### config.mk
export PLATFORM = sky130hd
export DESIGN_NAME = clipped_line_rasterizer_core_flat
export DESIGN_NICKNAME = d
export VERILOG_FILES = /design/src/hdl/clr_pkg.sv /design/src/hdl/clr_if.sv /design/src/hdl/clr_datapath.sv /design/src/hdl/clr_ctrl.sv /design/src/hdl/clipped_line_rasterizer_core.sv /design/src/flat_wrapper.sv
export SDC_FILE = /design/constraint.sdc
export NUM_CORES = 1
export LEC_CHECK = 0
export BUFFER_PORTS_ARGS = -buffer_cell sky130_fd_sc_hd__buf_4
export CORE_AREA = 2 2 171 173
export DETAILED_ROUTE_END_ITERATION = 12
export DIE_AREA = 0 0 173 175
export HOLD_SLACK_MARGIN = 0.05
export PLACE_DENSITY = 0.56
export SYNTH_ARGS = -nofsm -noshare
export SYNTH_HDL_FRONTEND = slang
export SYNTH_SLANG_ARGS = --single-unit
### constraint.sdc
create_clock -name clk -period 17.7 [get_ports clk]
set_input_delay 3.54 -clock clk [delete_from_list [all_inputs] [get_ports clk]]
set_output_delay 3.54 -clock clk [all_outputs]
set_load 0.02 [all_outputs]
### src/hdl/clr_pkg.sv
`default_nettype none

package clr_pkg;

  // Field widths of the line command and the pixel write.
  localparam int COORD_W = 12;
  localparam int COLOR_W = 16;
  localparam int POS_W   = 6;

  // Error term: wide enough for the sum or difference of two spans.
  localparam int SPAN_W  = COORD_W + 1;
  localparam int ERR_W   = SPAN_W + 2;

  // Guard on the number of non-final pixel writes per line.
  localparam int MAX_RESULTS = 64;
  localparam int CNT_W       = 6;

  typedef logic signed [COORD_W-1:0] coord_t;
  typedef logic        [COLOR_W-1:0] color_t;
  typedef logic        [POS_W-1:0]   pos_t;
  typedef logic        [SPAN_W-1:0]  span_t;
  typedef logic signed [ERR_W-1:0]   err_t;
  typedef logic        [CNT_W-1:0]   cnt_t;

  localparam cnt_t CNT_MAX = cnt_t'(MAX_RESULTS - 1);

  typedef enum logic {
    ST_IDLE,
    ST_WALK
  } state_t;

  // Commands from the controller to the datapath.
  typedef struct packed {
    logic load;
    logic advance;
    logic emit;
  } dp_cmd_t;

  // Status from the datapath to the controller.
  typedef struct packed {
    logic done;
    logic wants_emit;
    logic out_free;
  } dp_status_t;

endpackage

`default_nettype wire

### src/hdl/clr_if.sv
`default_nettype none

// Line command channel.
interface clr_in_if;
  logic            valid;
  logic            ready;
  clr_pkg::coord_t start_x;
  clr_pkg::coord_t start_y;
  clr_pkg::coord_t end_x;
  clr_pkg::coord_t end_y;
  clr_pkg::color_t pixel_color;

  modport source (
    output valid, start_x, start_y, end_x, end_y, pixel_color,
    input  ready
  );
  modport sink (
    input  valid, start_x, start_y, end_x, end_y, pixel_color,
    output ready
  );
endinterface

// Pixel write channel.
interface clr_out_if;
  logic            valid;
  logic            ready;
  clr_pkg::pos_t   column;
  clr_pkg::pos_t   row;
  clr_pkg::color_t pixel_word;
  logic            visible;
  logic            last;

  modport source (
    output valid, column, row, pixel_word, visible, last,
    input  ready
  );
  modport sink (
    input  valid, column, row, pixel_word, visible, last,
    output ready
  );
endinterface

`default_nettype wire

### src/hdl/clr_datapath.sv
`default_nettype none

module clr_datapath #(
  parameter int WINDOW_WIDTH  = 32,
  parameter int WINDOW_HEIGHT = 32
) (
  input  wire logic                clk,
  input  wire logic                rst_n,
  input  wire clr_pkg::coord_t     start_x,
  input  wire clr_pkg::coord_t     start_y,
  input  wire clr_pkg::coord_t     end_x,
  input  wire clr_pkg::coord_t     end_y,
  input  wire clr_pkg::color_t     pixel_color,
  input  wire clr_pkg::dp_cmd_t    cmd,
  output clr_pkg::dp_status_t      status,
  output logic                     out_valid,
  input  wire logic                out_ready,
  output clr_pkg::pos_t            column,
  output clr_pkg::pos_t            row,
  output clr_pkg::color_t          pixel_word,
  output logic                     visible,
  output logic                     last
);
  import clr_pkg::*;

  // Walk state.
  coord_t x_r, x_nxt;
  coord_t y_r, y_nxt;
  coord_t xe_r, ye_r;
  span_t  dx_r, dy_r;
  logic   sx_neg_r, sy_neg_r;
  err_t   err_r, err_nxt;
  color_t word_r;
  cnt_t   cnt_r;

  // Output register.
  logic   out_valid_r;
  pos_t   column_r, row_r;
  color_t pixel_word_r;
  logic   visible_r, last_r;

  // Span and direction of each axis at load time.
  logic signed [SPAN_W-1:0] diff_x, diff_y;
  logic                     x_fwd, y_fwd;
  span_t                    dx_ld, dy_ld;
  err_t                     err_ld;

  assign diff_x = $signed({end_x[COORD_W-1], end_x}) - $signed({start_x[COORD_W-1], start_x});
  assign diff_y = $signed({end_y[COORD_W-1], end_y}) - $signed({start_y[COORD_W-1], start_y});
  assign x_fwd  = !diff_x[SPAN_W-1] && (diff_x != '0);
  assign y_fwd  = !diff_y[SPAN_W-1] && (diff_y != '0);
  assign dx_ld  = x_fwd ? span_t'(diff_x) : span_t'(-diff_x);
  assign dy_ld  = y_fwd ? span_t'(diff_y) : span_t'(-diff_y);
  assign err_ld = $signed({2'b00, dx_ld}) - $signed({2'b00, dy_ld});

  // One Bresenham step from the current point.
  logic signed [ERR_W:0] e2, dx_cmp, dy_cmp;
  logic                  step_x, step_y;
  err_t                  dx_err, dy_err;

  assign e2     = {err_r, 1'b0};
  assign dx_cmp = $signed({3'b000, dx_r});
  assign dy_cmp = $signed({3'b000, dy_r});
  assign step_x = e2 > -dy_cmp;
  assign step_y = e2 < dx_cmp;
  assign dx_err = $signed({2'b00, dx_r});
  assign dy_err = $signed({2'b00, dy_r});

  always_comb begin
    err_nxt = err_r;
    x_nxt   = x_r;
    y_nxt   = y_r;
    if (step_x) begin
      err_nxt = err_nxt - dy_err;
      x_nxt   = x_r + (sx_neg_r ? coord_t'(-1) : coord_t'(1));
    end
    if (step_y) begin
      err_nxt = err_nxt + dx_err;
      y_nxt   = y_r + (sy_neg_r ? coord_t'(-1) : coord_t'(1));
    end
  end

  // Window test and end detection for the current point.
  logic in_window, done;

  assign in_window = !x_r[COORD_W-1] && (x_r[COORD_W-2:0] < (COORD_W-1)'(WINDOW_WIDTH)) &&
                     !y_r[COORD_W-1] && (y_r[COORD_W-2:0] < (COORD_W-1)'(WINDOW_HEIGHT));
  assign done      = (x_r == xe_r) && (y_r == ye_r);

  assign status.done       = done;
  assign status.wants_emit = done || (in_window && (cnt_r < CNT_MAX));
  assign status.out_free   = !out_valid_r || out_ready;

  // Walk registers: loaded from the command, then stepped.
  always_ff @(posedge clk) begin
    if (cmd.load) begin
      x_r      <= start_x;
      y_r      <= start_y;
      xe_r     <= end_x;
      ye_r     <= end_y;
      dx_r     <= dx_ld;
      dy_r     <= dy_ld;
      sx_neg_r <= !x_fwd;
      sy_neg_r <= !y_fwd;
      err_r    <= err_ld;
      word_r   <= {pixel_color[7:0], pixel_color[15:8]};
    end else if (cmd.advance) begin
      x_r   <= x_nxt;
      y_r   <= y_nxt;
      err_r <= err_nxt;
    end
  end

  // Count of non-final writes for the result guard.
  always_ff @(posedge clk) begin
    if (!rst_n) begin
      cnt_r <= '0;
    end else if (cmd.load) begin
      cnt_r <= '0;
    end else if (cmd.emit && !done) begin
      cnt_r <= cnt_r + cnt_t'(1);
    end
  end

  // Output valid flag: set on a new write, cleared when the transfer completes.
  always_ff @(posedge clk) begin
    if (!rst_n) begin
      out_valid_r <= 1'b0;
    end else if (cmd.emit) begin
      out_valid_r <= 1'b1;
    end else if (out_ready) begin
      out_valid_r <= 1'b0;
    end
  end

  // Output payload; a clipped final point carries zero fields.
  always_ff @(posedge clk) begin
    if (cmd.emit) begin
      column_r     <= in_window ? x_r[POS_W-1:0] : '0;
      row_r        <= in_window ? y_r[POS_W-1:0] : '0;
      pixel_word_r <= in_window ? word_r : '0;
      visible_r    <= in_window;
      last_r       <= done;
    end
  end

  assign out_valid  = out_valid_r;
  assign column     = column_r;
  assign row        = row_r;
  assign pixel_word = pixel_word_r;
  assign visible    = visible_r;
  assign last       = last_r;

endmodule

`default_nettype wire

### src/hdl/clr_ctrl.sv
`default_nettype none

module clr_ctrl (
  input  wire logic                clk,
  input  wire logic                rst_n,
  input  wire logic                in_valid,
  output logic                     in_ready,
  input  wire clr_pkg::dp_status_t status,
  output clr_pkg::dp_cmd_t         cmd,
  output clr_pkg::state_t          state
);
  import clr_pkg::*;

  state_t state_r, state_nxt;

  // State register.
  always_ff @(posedge clk) begin
    if (!rst_n) begin
      state_r <= ST_IDLE;
    end else begin
      state_r <= state_nxt;
    end
  end

  // Next state and datapath commands.
  always_comb begin
    state_nxt   = state_r;
    in_ready    = 1'b0;
    cmd.load    = 1'b0;
    cmd.advance = 1'b0;
    cmd.emit    = 1'b0;
    unique case (state_r)
      ST_IDLE: begin
        in_ready = 1'b1;
        if (in_valid) begin
          cmd.load  = 1'b1;
          state_nxt = ST_WALK;
        end
      end
      ST_WALK: begin
        // A point that writes nothing steps on even while the output is full.
        if (!status.wants_emit || status.out_free) begin
          cmd.emit    = status.wants_emit;
          cmd.advance = !status.done;
          if (status.done) begin
            state_nxt = ST_IDLE;
          end
        end
      end
      default: begin
        state_nxt = ST_IDLE;
      end
    endcase
  end

  assign state = state_r;

endmodule

`default_nettype wire

### src/hdl/clipped_line_rasterizer_core.sv
// Clipped line rasterizer.
// The in_chan channel takes one line command per transfer: two signed 12-bit
// endpoints and an RGB565 color. The out_chan channel gives one pixel write
// per transfer: window column, row, the byte-swapped color, a visible flag
// and a last flag. Every line ends with exactly one write marked last; when
// the end point lies outside the window that write has visible low and zero
// column, row and color.
// A command is taken only while no line is being walked. The transfer loads
// it into the walk registers, then the walk advances one point per cycle
// unless a write waits on a stalled receiver: one point per cycle is the rate
// of the single error-term update unit. The first write passes through the
// walk registers and then the output register.
// The writes leave through an output register. When the receiver stalls,
// the walk holds on the next point that writes (a visible one or the end
// point); other points keep stepping. The next command is taken while the
// final write still waits. Reset clears the controller, the write counter
// and the output valid flag; no memory needs clearing.
`default_nettype none

module clipped_line_rasterizer_core #(
  parameter int WINDOW_WIDTH  = 32,
  parameter int WINDOW_HEIGHT = 32
) (
  input  wire logic clk,
  input  wire logic rst_n,
  clr_in_if.sink    in_chan,
  clr_out_if.source out_chan
);
  import clr_pkg::*;

  dp_cmd_t    cmd;
  dp_status_t status;
  state_t     state;

  clr_ctrl u_ctrl (
    .clk      (clk),
    .rst_n    (rst_n),
    .in_valid (in_chan.valid),
    .in_ready (in_chan.ready),
    .status   (status),
    .cmd      (cmd),
    .state    (state)
  );

  clr_datapath #(
    .WINDOW_WIDTH  (WINDOW_WIDTH),
    .WINDOW_HEIGHT (WINDOW_HEIGHT)
  ) u_datapath (
    .clk         (clk),
    .rst_n       (rst_n),
    .start_x     (in_chan.start_x),
    .start_y     (in_chan.start_y),
    .end_x       (in_chan.end_x),
    .end_y       (in_chan.end_y),
    .pixel_color (in_chan.pixel_color),
    .cmd         (cmd),
    .status      (status),
    .out_valid   (out_chan.valid),
    .out_ready   (out_chan.ready),
    .column      (out_chan.column),
    .row         (out_chan.row),
    .pixel_word  (out_chan.pixel_word),
    .visible     (out_chan.visible),
    .last        (out_chan.last)
  );

  // No pixel write is issued while the controller waits for a command.
  assert property (@(posedge clk) disable iff (!rst_n)
    (state == ST_IDLE) |-> !cmd.emit && !cmd.advance)
    else $error("write or step issued while idle");

  // The final write of a line returns the controller to idle.
  assert property (@(posedge clk) disable iff (!rst_n)
    (cmd.emit && status.done) |=> (state == ST_IDLE))
    else $error("controller did not return to idle after the final write");

  // The walk never steps past the end point.
  assert property (@(posedge clk) disable iff (!rst_n)
    cmd.advance |-> !status.done)
    else $error("walk stepped past the end point");

  // A visible write always lies inside the window.
  assert property (@(posedge clk) disable iff (!rst_n)
    (out_chan.valid && out_chan.visible) |->
      (out_chan.column < POS_W'(WINDOW_WIDTH)) && (out_chan.row < POS_W'(WINDOW_HEIGHT)))
    else $error("visible write outside the window");

endmodule

`default_nettype wire

### src/flat_wrapper.sv
// flat-port wrapper written by rule: the top's interface ports become plain ports
module clipped_line_rasterizer_core_flat import clr_pkg::*;
#(
  parameter int WINDOW_WIDTH  = 32,
  parameter int WINDOW_HEIGHT = 32
)
  (clk, rst_n, in_chan_valid, in_chan_start_x, in_chan_start_y, in_chan_end_x, in_chan_end_y, in_chan_pixel_color, in_chan_ready, out_chan_valid, out_chan_column, out_chan_row, out_chan_pixel_word, out_chan_visible, out_chan_last, out_chan_ready);
  clr_in_if in_chan_i ();
  clr_out_if out_chan_i ();
  input  wire logic clk;
  input  wire logic rst_n;
  input wire logic [$bits(in_chan_i.valid)-1:0] in_chan_valid;
  input wire logic [$bits(in_chan_i.start_x)-1:0] in_chan_start_x;
  input wire logic [$bits(in_chan_i.start_y)-1:0] in_chan_start_y;
  input wire logic [$bits(in_chan_i.end_x)-1:0] in_chan_end_x;
  input wire logic [$bits(in_chan_i.end_y)-1:0] in_chan_end_y;
  input wire logic [$bits(in_chan_i.pixel_color)-1:0] in_chan_pixel_color;
  output wire logic [$bits(in_chan_i.ready)-1:0] in_chan_ready;
  output wire logic [$bits(out_chan_i.valid)-1:0] out_chan_valid;
  output wire logic [$bits(out_chan_i.column)-1:0] out_chan_column;
  output wire logic [$bits(out_chan_i.row)-1:0] out_chan_row;
  output wire logic [$bits(out_chan_i.pixel_word)-1:0] out_chan_pixel_word;
  output wire logic [$bits(out_chan_i.visible)-1:0] out_chan_visible;
  output wire logic [$bits(out_chan_i.last)-1:0] out_chan_last;
  input wire logic [$bits(out_chan_i.ready)-1:0] out_chan_ready;
  assign in_chan_i.valid = in_chan_valid;
  assign in_chan_i.start_x = in_chan_start_x;
  assign in_chan_i.start_y = in_chan_start_y;
  assign in_chan_i.end_x = in_chan_end_x;
  assign in_chan_i.end_y = in_chan_end_y;
  assign in_chan_i.pixel_color = in_chan_pixel_color;
  assign in_chan_ready = in_chan_i.ready;
  assign out_chan_valid = out_chan_i.valid;
  assign out_chan_column = out_chan_i.column;
  assign out_chan_row = out_chan_i.row;
  assign out_chan_pixel_word = out_chan_i.pixel_word;
  assign out_chan_visible = out_chan_i.visible;
  assign out_chan_last = out_chan_i.last;
  assign out_chan_i.ready = out_chan_ready;
  clipped_line_rasterizer_core #(.WINDOW_WIDTH(WINDOW_WIDTH), .WINDOW_HEIGHT(WINDOW_HEIGHT)) u_core (.clk(clk), .rst_n(rst_n), .in_chan(in_chan_i), .out_chan(out_chan_i));
endmodule
==> run_summary.xml, run 1 <==
<?xml version="1.0" encoding="UTF-8"?>
<metrics>
  <group name="yosys">
    <metric name="edff_count_synth" unit="">137</metric>
    <metric name="synth_area_in_compound_gates" unit="%">15.8</metric>
    <metric name="post_synth_adder_cell_area" unit="%">14.6</metric>
    <metric name="post_synth_num_cell_types" unit="">72</metric>
    <metric name="synth_sequential_area_ratio" unit="%">39.2</metric>
    <metric name="synth_nets" unit="">1290</metric>
    <metric name="synth-simple-area-share" unit="%">15.3</metric>
    <metric name="synth_cells" unit="">1099</metric>
    <metric name="async_flop_share" unit="%">0</metric>
    <metric name="post_synth_instance_area" unit="um^2">10900</metric>
    <metric name="synth_area_leaders" unit="">edfxtp_1 38%, ha_1 13%, xnor2_1 5.6%</metric>
    <metric name="synth_xor_area_share" unit="%">9.73</metric>
    <metric name="post-synth-top-area-fraction" unit="%">37.8</metric>
    <metric name="yosysWarnings" unit="">0</metric>
    <metric name="syn-mean-instance-area" unit="um^2">9.91</metric>
    <metric name="synthFlopType" unit="">edfxtp_1</metric>
    <metric name="synth.ff_latch_count" unit="">145</metric>
    <metric name="synth_top_family_by_area" unit="">compound AO/OA/AOI/OAI gates</metric>
    <metric name="mux_contribution_to_synthesized_area" unit="%">1.56</metric>
    <metric name="synthDominantAreaCellType" unit="">edfxtp_1</metric>
  </group>
  <group name="outcome">
    <metric name="run_status" unit="">completed</metric>
  </group>
  <group name="worst_setup_path">
    <metric name="ff2ff_setup_slack" unit="ps">11250</metric>
    <metric name="crit_fanout" unit="">11</metric>
    <metric name="timing.critical_path.from_type" unit="">input pin</metric>
    <metric name="worst_r2r_startpoint" unit="">u_core.u_datapath.dy_r[1]</metric>
    <metric name="timing.critical_path.arrival" unit="ps">8570</metric>
    <metric name="reg2regPathDepth" unit="">25</metric>
    <metric name="critPathCaptureType" unit="">flip-flop</metric>
    <metric name="critical_path_type" unit="">in2reg</metric>
    <metric name="critical_path_required" unit="ps">17850</metric>
    <metric name="critical_path.reg2reg.endpoint" unit="">u_core.u_datapath.err_r[14]</metric>
  </group>
  <group name="floorplanning">
    <metric name="dieHeight" unit="um">175</metric>
    <metric name="die-width" unit="um">173</metric>
    <metric name="initial_utilization" unit="%">38.4</metric>
    <metric name="floorplan.core_area" unit="um^2">28400</metric>
    <metric name="fp.dieArea" unit="um^2">30300</metric>
    <metric name="placement_rows" unit="">62</metric>
    <metric name="io_pins" unit="">100</metric>
  </group>
  <group name="timing">
    <metric name="finalSetupTns" unit="ps">0</metric>
    <metric name="fin_hold_viols" unit="">0</metric>
    <metric name="setup-violations-final" unit="">0</metric>
    <metric name="post-route-min-period" unit="ps">8420</metric>
    <metric name="timing.clock.skew" unit="ps">24.8</metric>
    <metric name="unrepaired_setup_endpoints_after_global_routing" unit="">false</metric>
    <metric name="fmaxAchievable" unit="GHz">0.119</metric>
    <metric name="final.period_utilization" unit="%">47.6</metric>
    <metric name="slew_headroom" unit="%">38.0</metric>
    <metric name="slew_viol_final" unit="">0</metric>
    <metric name="final_worst_setup_slack" unit="ps">9280</metric>
    <metric name="worst_margin_slew" unit="ps">920</metric>
    <metric name="holdWs" unit="ps">478</metric>
  </group>
  <group name="grt">
    <metric name="antenna_found_initial" unit="">0</metric>
    <metric name="number_of_global_route_vias_before_repair" unit="">8080</metric>
    <metric name="maximum_number_of_pins_on_one_net_before_global_route_repair" unit="">64</metric>
    <metric name="globalRoute.totalOverflow" unit="">0</metric>
    <metric name="grt.total_usage" unit="%">18.1</metric>
    <metric name="first_pass_grt_wire_length" unit="mm">43.0</metric>
  </group>
  <group name="clocking">
    <metric name="clkLatencyLatePin" unit="ps">430</metric>
    <metric name="cts_num_sinks" unit="">145</metric>
    <metric name="cts_repair_resize_count" unit="">0</metric>
    <metric name="root_buffer" unit="">clkbuf_16</metric>
    <metric name="postCtsSetupRepairBufs" unit="">0</metric>
    <metric name="postCtsHoldBufs" unit="">0</metric>
    <metric name="cts_buffers" unit="">17</metric>
    <metric name="tritoncts" unit="">built</metric>
    <metric name="clockBufferDepth" unit="">2</metric>
    <metric name="htree_levels" unit="">4</metric>
    <metric name="worst_setup_hold_path_clk_slew" unit="ps">70</metric>
  </group>
  <group name="finish">
    <metric name="antennaDiodeCount" unit="">0</metric>
    <metric name="post_route_cells_drive_above_1_share" unit="%">14.2</metric>
    <metric name="finish.net_count" unit="">1398</metric>
    <metric name="final_common_cell" unit="">edfxtp_1</metric>
    <metric name="top_library_cells_by_usage_in_the_layout_fill_and_taps_aside" unit="">137 x edfxtp_1, 116 x ha_1, 105 x buf_4</metric>
    <metric name="fin_area" unit="um^2">12700</metric>
    <metric name="area.growth.synth_to_final" unit="%">16.9</metric>
  </group>
  <group name="detailed_routing">
    <metric name="post_drt_wl_per_cell" unit="um">16.7</metric>
    <metric name="drt_first_iter_violations" unit="">523</metric>
    <metric name="drc" unit="">0</metric>
    <metric name="route.final.wire_length" unit="mm">26.9</metric>
    <metric name="antenna_violating_nets_post_route" unit="">0</metric>
    <metric name="viasPerCell" unit="">5.19</metric>
    <metric name="route.vias.total" unit="">8321</metric>
    <metric name="drt_pass1_iterations" unit="">4</metric>
  </group>
  <group name="min_path">
    <metric name="worstHoldPathType" unit="">reg2reg</metric>
    <metric name="min_from" unit="">u_core.u_ctrl.state</metric>
    <metric name="hold-path-cell-count" unit="">1</metric>
    <metric name="hold_path_end" unit="">u_core.u_ctrl.state</metric>
  </group>
  <group name="placement">
    <metric name="placed_area" unit="um^2">12100</metric>
    <metric name="routabilityCongestion" unit="">0.849</metric>
    <metric name="post-dp-hpwl" unit="mm">20.8</metric>
    <metric name="dpl_worst_slack" unit="ps">8900</metric>
    <metric name="place.port_buffers" unit="">99</metric>
  </group>
  <group name="flow_run">
    <metric name="maxCapViolCount" unit="">0</metric>
  </group>
  <group name="power">
    <metric name="peakVddDrop" unit="V">0.0000662</metric>
    <metric name="design_power_total" unit="W">0.00198</metric>
    <metric name="power_leakage" unit="nW">5.29</metric>
    <metric name="power_density" unit="nW/um^2">155</metric>
  </group>
</metrics>
report_power, final:
group / leakage [nW] / internal [W] / switching [W] / total (W)
combinational: 3.57 / 0.000472 / 0.000586 / 0.00106
sequential: 1.42 / 0.000466 / 0.0000663 / 0.000532
clock: 0.301 / 0.000217 / 0.000172 / 0.000389
total: 5.29 / 0.00115 / 0.000824 / 0.00198
stage by stage:
step                util, %  instances
global placement       42.7       1572
detailed placement     42.7       1572
global route           44.9       1604
finish                 44.9       1604
floorplan                 -       1099
CTS                    44.9       1604
logic make-up (layout without fill, tap and decap cells):
kind of cell               count (synthesis)  in the layout
and+or+nand+nor                          330            330
AOI/OAI and AO/OA                        257            257
DFF                                      145            145
adders and majority gates                123            123
xor gates and xnor gates                 121            121
buffers and inverters                    107            228
muxes                                     16             16
per-layer routing:
layer / share of wire [%] / wire length (um) / track usage (%)
met1: 48 / 13000 / 24.4
met2: 47 / 12600 / 30.6
met3: 3.3 / 890 / 2.98
met4: 1.2 / 322 / 3.81
met5: 0 / 0 / 0
critical path, stage by stage:
cell and delay [ps]:
buf_4 110, inv_1 50, ha_1 200, inv_1 70
fa_1 410, a21o_1 210, a21o_1 190, a21bo_2 220
xor2_1 190, nand4bb_1 300, o41ai_2 890, nor2b_1 240
xnor2_1 160, ha_1 290, nand2b_1 100, a21boi_0 120
o21ai_0 180, nand2b_1 100, a31o_2 250, and4_1 210
o31a_1 310, xnor2_1 140, mux2i_1 80
sequential cells by signal (all words and copies together), names as in the netlist, 6 cells and up:
name                          count
u_core.u_datapath.word_r         16
u_core.u_datapath.row             6
u_core.u_datapath.column          6
u_core.u_datapath.x_r            12
u_core.u_datapath.err_r          15
u_core.u_datapath.y_r            12
u_core.u_datapath.pixel_word     16
u_core.u_datapath.xe_r           12
u_core.u_datapath.dy_r           13
u_core.u_datapath.cnt_r           6
u_core.u_datapath.dx_r           13
u_core.u_datapath.ye_r           12
worst max-delay path by stage:
stage	start	to	slack [ps]
global route	in_chan_end_x[0]	u_core.u_datapath.err_r[10]	8850
finish	in_chan_end_x[0]	u_core.u_datapath.err_r[12]	9280
floorplan	in_chan_end_y[0]	u_core.u_datapath.err_r[10]	9660
global placement	in_chan_end_x[0]	u_core.u_datapath.err_r[12]	8970
CTS	in_chan_end_x[0]	u_core.u_datapath.err_r[12]	9310
detailed placement	in_chan_end_x[0]	u_core.u_datapath.err_r[12]	8900
cell usage after synthesis, types with 4 or more instances:
cell type	instances
fa_1	7
o21ai_1	14
nor4_1	8
o21ai_0	41
nor2b_1	19
a31oi_1	9
nand4_1	10
a211oi_1	15
clkbuf_1	10
mux2i_1	8
a21o_1	18
a31o_2	4
a211o_1	7
edfxtp_1	137
o31ai_1	14
nor2_1	87
or2_2	4
dfxtp_1	8
and2_1	34
o31a_1	6
a21oi_1	67
nor3_1	40
xor2_1	51
xnor2_1	70
or3_1	9
a21boi_0	10
nand3_1	20
inv_1	90
ha_1	116
o21bai_1	4
mux2_2	8
o21a_1	17
o211ai_1	5
nand2_1	63
and3_1	6
nand2b_1	12
final cells by class:
type	count	area, um^2
fillers	2766	15700
flip-flops and latches	145	4270
clock inverters	14	196
clock buffers	18	429
multi-input cells	847	6220
repair buffers	105	788
inverters	91	344
well taps	384	480
Note: power is estimated with default switching activity, not from simulation.
==> inputs of run 2 (changes only) <==
--- a/config.mk
+++ b/config.mk
@@ -10,7 +10,7 @@
 export DETAILED_ROUTE_END_ITERATION = 12
 export DIE_AREA = 0 0 173 175
 export HOLD_SLACK_MARGIN = 0.05
-export PLACE_DENSITY = 0.56
+export PLACE_DENSITY = 0.58
 export SYNTH_ARGS = -nofsm -noshare
 export SYNTH_HDL_FRONTEND = slang
 export SYNTH_SLANG_ARGS = --single-unit
==> constraint.sdc (replaced) <==
create_clock -name clk -period 7.45 [get_ports clk]
set_input_delay 1.49 -clock clk [delete_from_list [all_inputs] [get_ports clk]]
set_output_delay 1.49 -clock clk [all_outputs]
set_load 0.02 [all_outputs]
==> run 2 against run 1 <==
First-iteration DRC count unchanged. Critical path depth down 1. Non-clock buffer count grew 2. Core utilization fell by 0.084 points. Sequential power is 130% higher. Highest routed layer unchanged. Critical endpoint is now u_core.u_datapath.err_r[10]. Global-route usage is 0.19 points higher. Total power grew 140%.
==> run_summary.xml, run 2 (synthesis results as in run 1) <==
<?xml version="1.0" encoding="UTF-8"?>
<metrics>
  <group name="outcome">
    <metric name="run_status" unit="">completed</metric>
  </group>
  <group name="detailed_routing">
    <metric name="route.vias.total" unit="">8375</metric>
    <metric name="route.final.wire_length" unit="mm">26.7</metric>
    <metric name="drt_pass1_iterations" unit="">5</metric>
    <metric name="post_drt_wl_per_cell" unit="um">16.7</metric>
    <metric name="drt_first_iter_violations" unit="">523</metric>
    <metric name="viasPerCell" unit="">5.22</metric>
    <metric name="antenna_violating_nets_post_route" unit="">0</metric>
    <metric name="drc" unit="">0</metric>
  </group>
  <group name="finish">
    <metric name="finish.net_count" unit="">1400</metric>
    <metric name="antennaDiodeCount" unit="">0</metric>
    <metric name="utilization" unit="%">44.8</metric>
    <metric name="top_library_cells_by_usage_in_the_layout_fill_and_taps_aside" unit="">137 x edfxtp_1, 116 x ha_1, 107 x buf_4</metric>
    <metric name="final_common_cell" unit="">edfxtp_1</metric>
    <metric name="stdcell_count" unit="">1605</metric>
    <metric name="post_route_cells_drive_above_1_share" unit="%">14.2</metric>
    <metric name="area.growth.synth_to_final" unit="%">16.7</metric>
  </group>
  <group name="clocking">
    <metric name="tritoncts" unit="">built</metric>
    <metric name="htree_levels" unit="">4</metric>
    <metric name="root_buffer" unit="">clkbuf_16</metric>
    <metric name="cts_num_sinks" unit="">145</metric>
    <metric name="clkLatencyLatePin" unit="ps">430</metric>
    <metric name="clockBufferDepth" unit="">2</metric>
    <metric name="postCtsHoldBufs" unit="">0</metric>
    <metric name="cts_repair_resize_count" unit="">0</metric>
    <metric name="cts_buffers" unit="">17</metric>
    <metric name="postCtsSetupRepairBufs" unit="">0</metric>
    <metric name="worst_setup_hold_path_clk_slew" unit="ps">60</metric>
  </group>
  <group name="worst_setup_path">
    <metric name="crit_fanout" unit="">24</metric>
    <metric name="critical_path_required" unit="ps">7600</metric>
    <metric name="timing.critical_path.from_type" unit="">flip-flop</metric>
    <metric name="critPathCaptureType" unit="">flip-flop</metric>
    <metric name="timing.critical_path.arrival" unit="ps">6590</metric>
    <metric name="critical_path_type" unit="">reg2reg</metric>
  </group>
  <group name="floorplanning">
    <metric name="fp.dieArea" unit="um^2">30300</metric>
    <metric name="die-width" unit="um">173</metric>
    <metric name="placement_rows" unit="">62</metric>
    <metric name="floorplan.core_area" unit="um^2">28400</metric>
    <metric name="initial_utilization" unit="%">38.4</metric>
    <metric name="dieHeight" unit="um">175</metric>
    <metric name="io_pins" unit="">100</metric>
  </group>
  <group name="timing">
    <metric name="post-route-min-period" unit="ps">6440</metric>
    <metric name="slew_headroom" unit="%">42.6</metric>
    <metric name="final.period_utilization" unit="%">86.4</metric>
    <metric name="worst_margin_slew" unit="ps">854</metric>
    <metric name="slew_viol_final" unit="">0</metric>
    <metric name="setup-violations-final" unit="">0</metric>
    <metric name="fin_hold_viols" unit="">0</metric>
    <metric name="unrepaired_setup_endpoints_after_global_routing" unit="">false</metric>
    <metric name="fmaxAchievable" unit="GHz">0.155</metric>
    <metric name="timing.clock.skew" unit="ps">10.6</metric>
    <metric name="finalSetupTns" unit="ps">0</metric>
  </group>
  <group name="grt">
    <metric name="first_pass_grt_wire_length" unit="mm">43.6</metric>
    <metric name="number_of_global_route_vias_before_repair" unit="">8311</metric>
    <metric name="grt.total_usage" unit="%">18.2</metric>
    <metric name="maximum_number_of_pins_on_one_net_before_global_route_repair" unit="">55</metric>
    <metric name="antenna_found_initial" unit="">0</metric>
    <metric name="globalRoute.totalOverflow" unit="">0</metric>
  </group>
  <group name="placement">
    <metric name="post-dp-hpwl" unit="mm">20.7</metric>
    <metric name="routabilityCongestion" unit="">0.836</metric>
    <metric name="place.port_buffers" unit="">99</metric>
    <metric name="placed_cells" unit="">1574</metric>
  </group>
  <group name="power">
    <metric name="peakVddDrop" unit="V">0.000172</metric>
    <metric name="power_density" unit="nW/um^2">368</metric>
    <metric name="design_power_total" unit="W">0.00468</metric>
    <metric name="power_leakage" unit="nW">5.29</metric>
  </group>
  <group name="min_path">
    <metric name="worstHoldPathType" unit="">reg2reg</metric>
  </group>
  <group name="flow_run">
    <metric name="maxCapViolCount" unit="">0</metric>
  </group>
</metrics>
[run 2: cell count changes in the layout (fill, tap and decap cells not counted)]
cell,before,now
o21ai_1,15,16
clkbuf_1,1,0
clkinv_8,3,0
clkinv_2,0,4
bufinv_16,2,3
buf_4,105,107
clkinv_4,2,4
inv_6,2,1
clkinv_1,0,1
inv_8,4,0
o21ai_2,1,0
[run 2: final cells by class]
| type | count | area [um^2] |
|---|---|---|
| fill | 2757 | 15700 |
| multi-input combinational | 847 | 6220 |
| sequential | 145 | 4270 |
| timing repair buffer | 107 | 803 |
| tap | 384 | 480 |
| clock buffer | 17 | 425 |
| inverter | 91 | 344 |
| clock inverter | 14 | 165 |
[run 2: final timing paths]
| kind | start | to | slack [ps] | depth (start not counted) |
|---|---|---|---|---|
| max | u_core.u_datapath.dy_r[1] | u_core.u_datapath.err_r[10] | 1010 | 22 |
| min | u_core.u_ctrl.state | u_core.u_ctrl.state | 480 | 1 |
| max reg2reg | u_core.u_datapath.dy_r[1] | u_core.u_datapath.err_r[10] | 1010 | 22 |
| min reg2reg | u_core.u_ctrl.state | u_core.u_ctrl.state | 480 | 1 |
[run 2: power by group]
group | internal (W) | leakage (nW) | switching, W | total (W)
registers | 0.00111 | 1.42 | 0.000148 | 0.00125
clock network | 0.000524 | 0.290 | 0.000354 | 0.000878
logic | 0.00113 | 3.58 | 0.00142 | 0.00254
[run 2: layer usage]
metal,up-vias,track usage [%],routed length [um]
met5,-,0,0
met4,0,6.46,697
met3,36,3.24,1020
met2,169,29.6,12300
met1,3958,24.5,12700
li1,4212,-,-
[run 2: metrics by stage]
stage | area, um^2 | hold WS [ps] | setup WS [ps]
CTS | 12700 | 483 | 1080
detailed placement | 12100 | 474 | 833
floorplan | 10900 | 445 | 1460
global placement | 12100 | 463 | 954
finish | 12700 | 484 | 1010
global route | 12700 | 528 | 321
[run 2: critical path, cell delays in order, from the launching register on]
cell and delay (ps):
edfxtp_1 460, inv_1 190, ha_1 240, nand2_1 120, nor3_1 270, nand2_1 150, nor4_1 240, xnor2_1 120
ha_1 290, nand4_1 150, nor4_2 350, a211oi_1 140, a21oi_1 180, a211o_1 650, mux2_2 450, fa_1 440
a21o_1 210, a211oi_1 370, o21ai_0 250, a31o_2 280, a211o_1 290, a221oi_1 260, a21oi_1 60
==> inputs of run 3 (changes only) <==
==> constraint.sdc (replaced) <==
create_clock -name clk -period 5.54 [get_ports clk]
set_input_delay 0.831 -clock clk [delete_from_list [all_inputs] [get_ports clk]]
set_output_delay 0.831 -clock clk [all_outputs]
set_load 0.02 [all_outputs]
==> run 3 against run 2 <==
Design area grew 8.1%. Register-to-register slack lost 900 ps. Via count grew 3.4%. Cell count grew 5.4%. Clock-buffer cell count grew 1. Non-clock buffer count grew 85. Largest power group unchanged. Flip-flop and latch count is the same. Worst setup slack lost 900 ps. Critical path depth grew 2. Clock power grew 44%. Routed wire length grew 6.5%.
==> run_summary.xml, run 3 (synthesis results as in run 1) <==
<?xml version="1.0" encoding="UTF-8"?>
<metrics>
  <group name="floorplanning">
    <metric name="fp.dieArea" unit="um^2">30300</metric>
    <metric name="dieHeight" unit="um">175</metric>
    <metric name="io_pins" unit="">100</metric>
    <metric name="initial_utilization" unit="%">38.4</metric>
    <metric name="die-width" unit="um">173</metric>
    <metric name="placement_rows" unit="">62</metric>
    <metric name="floorplan.core_area" unit="um^2">28400</metric>
  </group>
  <group name="clocking">
    <metric name="clockBufferDepth" unit="">2</metric>
    <metric name="cts_num_sinks" unit="">145</metric>
    <metric name="clkLatencyLatePin" unit="ps">440</metric>
    <metric name="tritoncts" unit="">built</metric>
    <metric name="worst_setup_hold_path_clk_slew" unit="ps">70</metric>
    <metric name="cts_buffers" unit="">17</metric>
    <metric name="htree_levels" unit="">4</metric>
    <metric name="root_buffer" unit="">clkbuf_16</metric>
    <metric name="postCtsHoldBufs" unit="">0</metric>
  </group>
  <group name="placement">
    <metric name="place.port_buffers" unit="">99</metric>
    <metric name="post-dp-hpwl" unit="mm">21.7</metric>
    <metric name="placed_cells" unit="">1645</metric>
    <metric name="routabilityCongestion" unit="">0.879</metric>
  </group>
  <group name="detailed_routing">
    <metric name="post_drt_wl_per_cell" unit="um">16.8</metric>
    <metric name="route.final.wire_length" unit="mm">28.5</metric>
    <metric name="viasPerCell" unit="">5.12</metric>
    <metric name="route.vias.total" unit="">8656</metric>
    <metric name="drt_pass1_iterations" unit="">5</metric>
    <metric name="drt_first_iter_violations" unit="">575</metric>
    <metric name="antenna_violating_nets_post_route" unit="">0</metric>
    <metric name="drc" unit="">0</metric>
  </group>
  <group name="power">
    <metric name="reported_net_switching_power" unit="W">0.00301</metric>
    <metric name="share_clk_of_total_power" unit="%">17.2</metric>
    <metric name="pwr-share-seq" unit="%">23.5</metric>
    <metric name="power_density" unit="nW/um^2">532</metric>
    <metric name="peakVddDrop" unit="V">0.000271</metric>
    <metric name="power_leakage" unit="nW">5.80</metric>
    <metric name="cellInternalPower" unit="W">0.00430</metric>
    <metric name="power.switching_fraction" unit="%">41.2</metric>
    <metric name="share_comb_of_total_power" unit="%">59.3</metric>
  </group>
  <group name="finish">
    <metric name="finish.net_count" unit="">1485</metric>
    <metric name="stdcell_count" unit="">1691</metric>
    <metric name="area.growth.synth_to_final" unit="%">26.2</metric>
    <metric name="post_route_cells_drive_above_1_share" unit="%">23.6</metric>
    <metric name="final_common_cell" unit="">buf_4</metric>
    <metric name="top_library_cells_by_usage_in_the_layout_fill_and_taps_aside" unit="">187 x buf_4, 137 x edfxtp_1, 111 x ha_1</metric>
    <metric name="num-fill-cells" unit="">2684</metric>
    <metric name="antennaDiodeCount" unit="">0</metric>
  </group>
  <group name="timing">
    <metric name="unrepaired_setup_endpoints_after_global_routing" unit="">true</metric>
    <metric name="setup-violations-final" unit="">0</metric>
    <metric name="worst_margin_slew" unit="ps">1070</metric>
    <metric name="slew_headroom" unit="%">28.6</metric>
    <metric name="fmaxAchievable" unit="GHz">0.184</metric>
    <metric name="post-route-min-period" unit="ps">5430</metric>
    <metric name="fin_hold_viols" unit="">0</metric>
    <metric name="holdWs" unit="ps">494</metric>
    <metric name="slew_viol_final" unit="">0</metric>
    <metric name="timing.clock.skew" unit="ps">15.6</metric>
    <metric name="final.period_utilization" unit="%">97.9</metric>
  </group>
  <group name="worst_setup_path">
    <metric name="cpLargestDelayFamily" unit="">simple AND/OR/NAND/NOR gates</metric>
    <metric name="reg2regPathDepth" unit="">24</metric>
    <metric name="crit_fanout" unit="">13</metric>
    <metric name="timing.critical_path.arrival" unit="ps">5580</metric>
    <metric name="critPathCaptureType" unit="">flip-flop</metric>
    <metric name="critical_path_type" unit="">reg2reg</metric>
    <metric name="critical_path.slowest_cell" unit="">or4_4</metric>
    <metric name="timing.critical_path.from_type" unit="">flip-flop</metric>
    <metric name="cells_along_the_critical_path" unit="">nor4_2 -&gt; buf_4 -&gt; nand3_2 -&gt; or4_4 -&gt; buf_6 -&gt; nor2_4 -&gt; ha_4 -&gt; nand4_1 -&gt; nor4_4 -&gt; a211oi_2 -&gt; and4b_1 -&gt; a211o_4 -&gt; buf_6 -&gt; buf_8 -&gt; o21ai_2 -&gt; ha_1 -&gt; or2_4 -&gt; o31a_1 -&gt; nand2_1 -&gt; o211a_1 -&gt; a2111oi_2 -&gt; o21ai_1 -&gt; xnor2_1 -&gt; o21ai_1</metric>
    <metric name="critical_path_required" unit="ps">5690</metric>
    <metric name="critical_path.reg2reg.endpoint" unit="">u_core.u_datapath.err_r[14]</metric>
    <metric name="endpoint" unit="">u_core.u_datapath.err_r[14]</metric>
    <metric name="worst_r2r_startpoint" unit="">u_core.u_datapath.dy_r[2]</metric>
    <metric name="ff2ff_setup_slack" unit="ps">110</metric>
    <metric name="crit_start" unit="">u_core.u_datapath.dy_r[2]</metric>
    <metric name="timing.critical_path.slowest_cell_delay" unit="ps">460</metric>
    <metric name="critical_path_depth" unit="">24</metric>
    <metric name="crit_path_buf_inv_count" unit="">4</metric>
  </group>
  <group name="grt">
    <metric name="globalRoute.totalOverflow" unit="">0</metric>
    <metric name="antenna_found_initial" unit="">0</metric>
    <metric name="grt.total_usage" unit="%">18.9</metric>
    <metric name="first_pass_grt_wire_length" unit="mm">45.2</metric>
    <metric name="maximum_number_of_pins_on_one_net_before_global_route_repair" unit="">84</metric>
    <metric name="number_of_global_route_vias_before_repair" unit="">8469</metric>
  </group>
  <group name="min_path">
    <metric name="worstHoldPathType" unit="">reg2reg</metric>
  </group>
  <group name="outcome">
    <metric name="run_status" unit="">completed</metric>
  </group>
  <group name="flow_run">
    <metric name="maxCapViolCount" unit="">0</metric>
  </group>
</metrics>
==> run 3: layer usage <==
metal	global-route usage, %	vias to the layer above	share of wire [%]
li1	-	4386	-
met1	26.7	4111	49
met2	30.8	138	46
met3	3.02	21	3.4
met4	3.74	0	1.1
met5	0	-	0
==> run 3: cell type report <==
type	count	area, um^2	share of cell area (%)
inverters	91	344	2.50
multi-input cells	847	6560	47.7
repair buffers	192	1460	10.6
clock inverters	14	190	1.38
well taps	384	480	3.49
clock buffers	18	439	3.19
flip-flops and latches	145	4270	31.1
==> run 3: worst min-delay path by stage <==
stage	from	to	depth (start not counted)
after floorplan	u_core.u_ctrl.state	u_core.u_ctrl.state	1
after global placement	u_core.u_ctrl.state	u_core.u_ctrl.state	1
after detailed placement	u_core.u_ctrl.state	u_core.u_ctrl.state	1
after CTS	u_core.u_ctrl.state	u_core.u_ctrl.state	1
final	u_core.u_ctrl.state	u_core.u_ctrl.state	1
after global routing	u_core.u_datapath.cnt_r[5]	u_core.u_datapath.cnt_r[5]	2
==> run 3: worst reg2reg max path, delay by kind of cell, from the launching register on <==
family          cells  cell delay (ps)
compound gates      8             1570
buf+inv             4              610
simple gates        9             1960
flops               1              420
xor+xnor            1              150
fa+ha+maj           2              430
==> run 3: power by group through the flow <==
stage | registers (W) | clock network (W) | logic [W]
finish | 0.00172 | 0.00126 | 0.00434
global route | 0.00174 | 0.00132 | 0.00481
CTS | 0.00171 | 0.00128 | 0.00381
detailed placement | 0.00173 | 0 | 0.00374
global placement | 0.00173 | 0 | 0.00370
floorplan | 0.00164 | 0 | 0.00267
==> run 3: timing repair <==
item | 4_1_cts | 5_1_grt
pin swaps | 2 | 28
endpoints found under the setup margin | 6 | 7
resized for setup | 10 | 67
buffers inserted | 1 | 13
==> run 3: metrics by stage <==
stage	total power, W	cell area, um^2	setup TNS [ps]	utilization (%)	worst slack [ps]
floorplan	0.00431	10900	0	-	28.3
global placement	0.00543	12700	-564	44.6	-214
detailed placement	0.00547	12700	-1040	44.6	-250
CTS	0.00680	13300	0	47.0	7.20
global route	0.00787	13700	-620	48.4	-211
finish	0.00732	13700	0	48.4	115
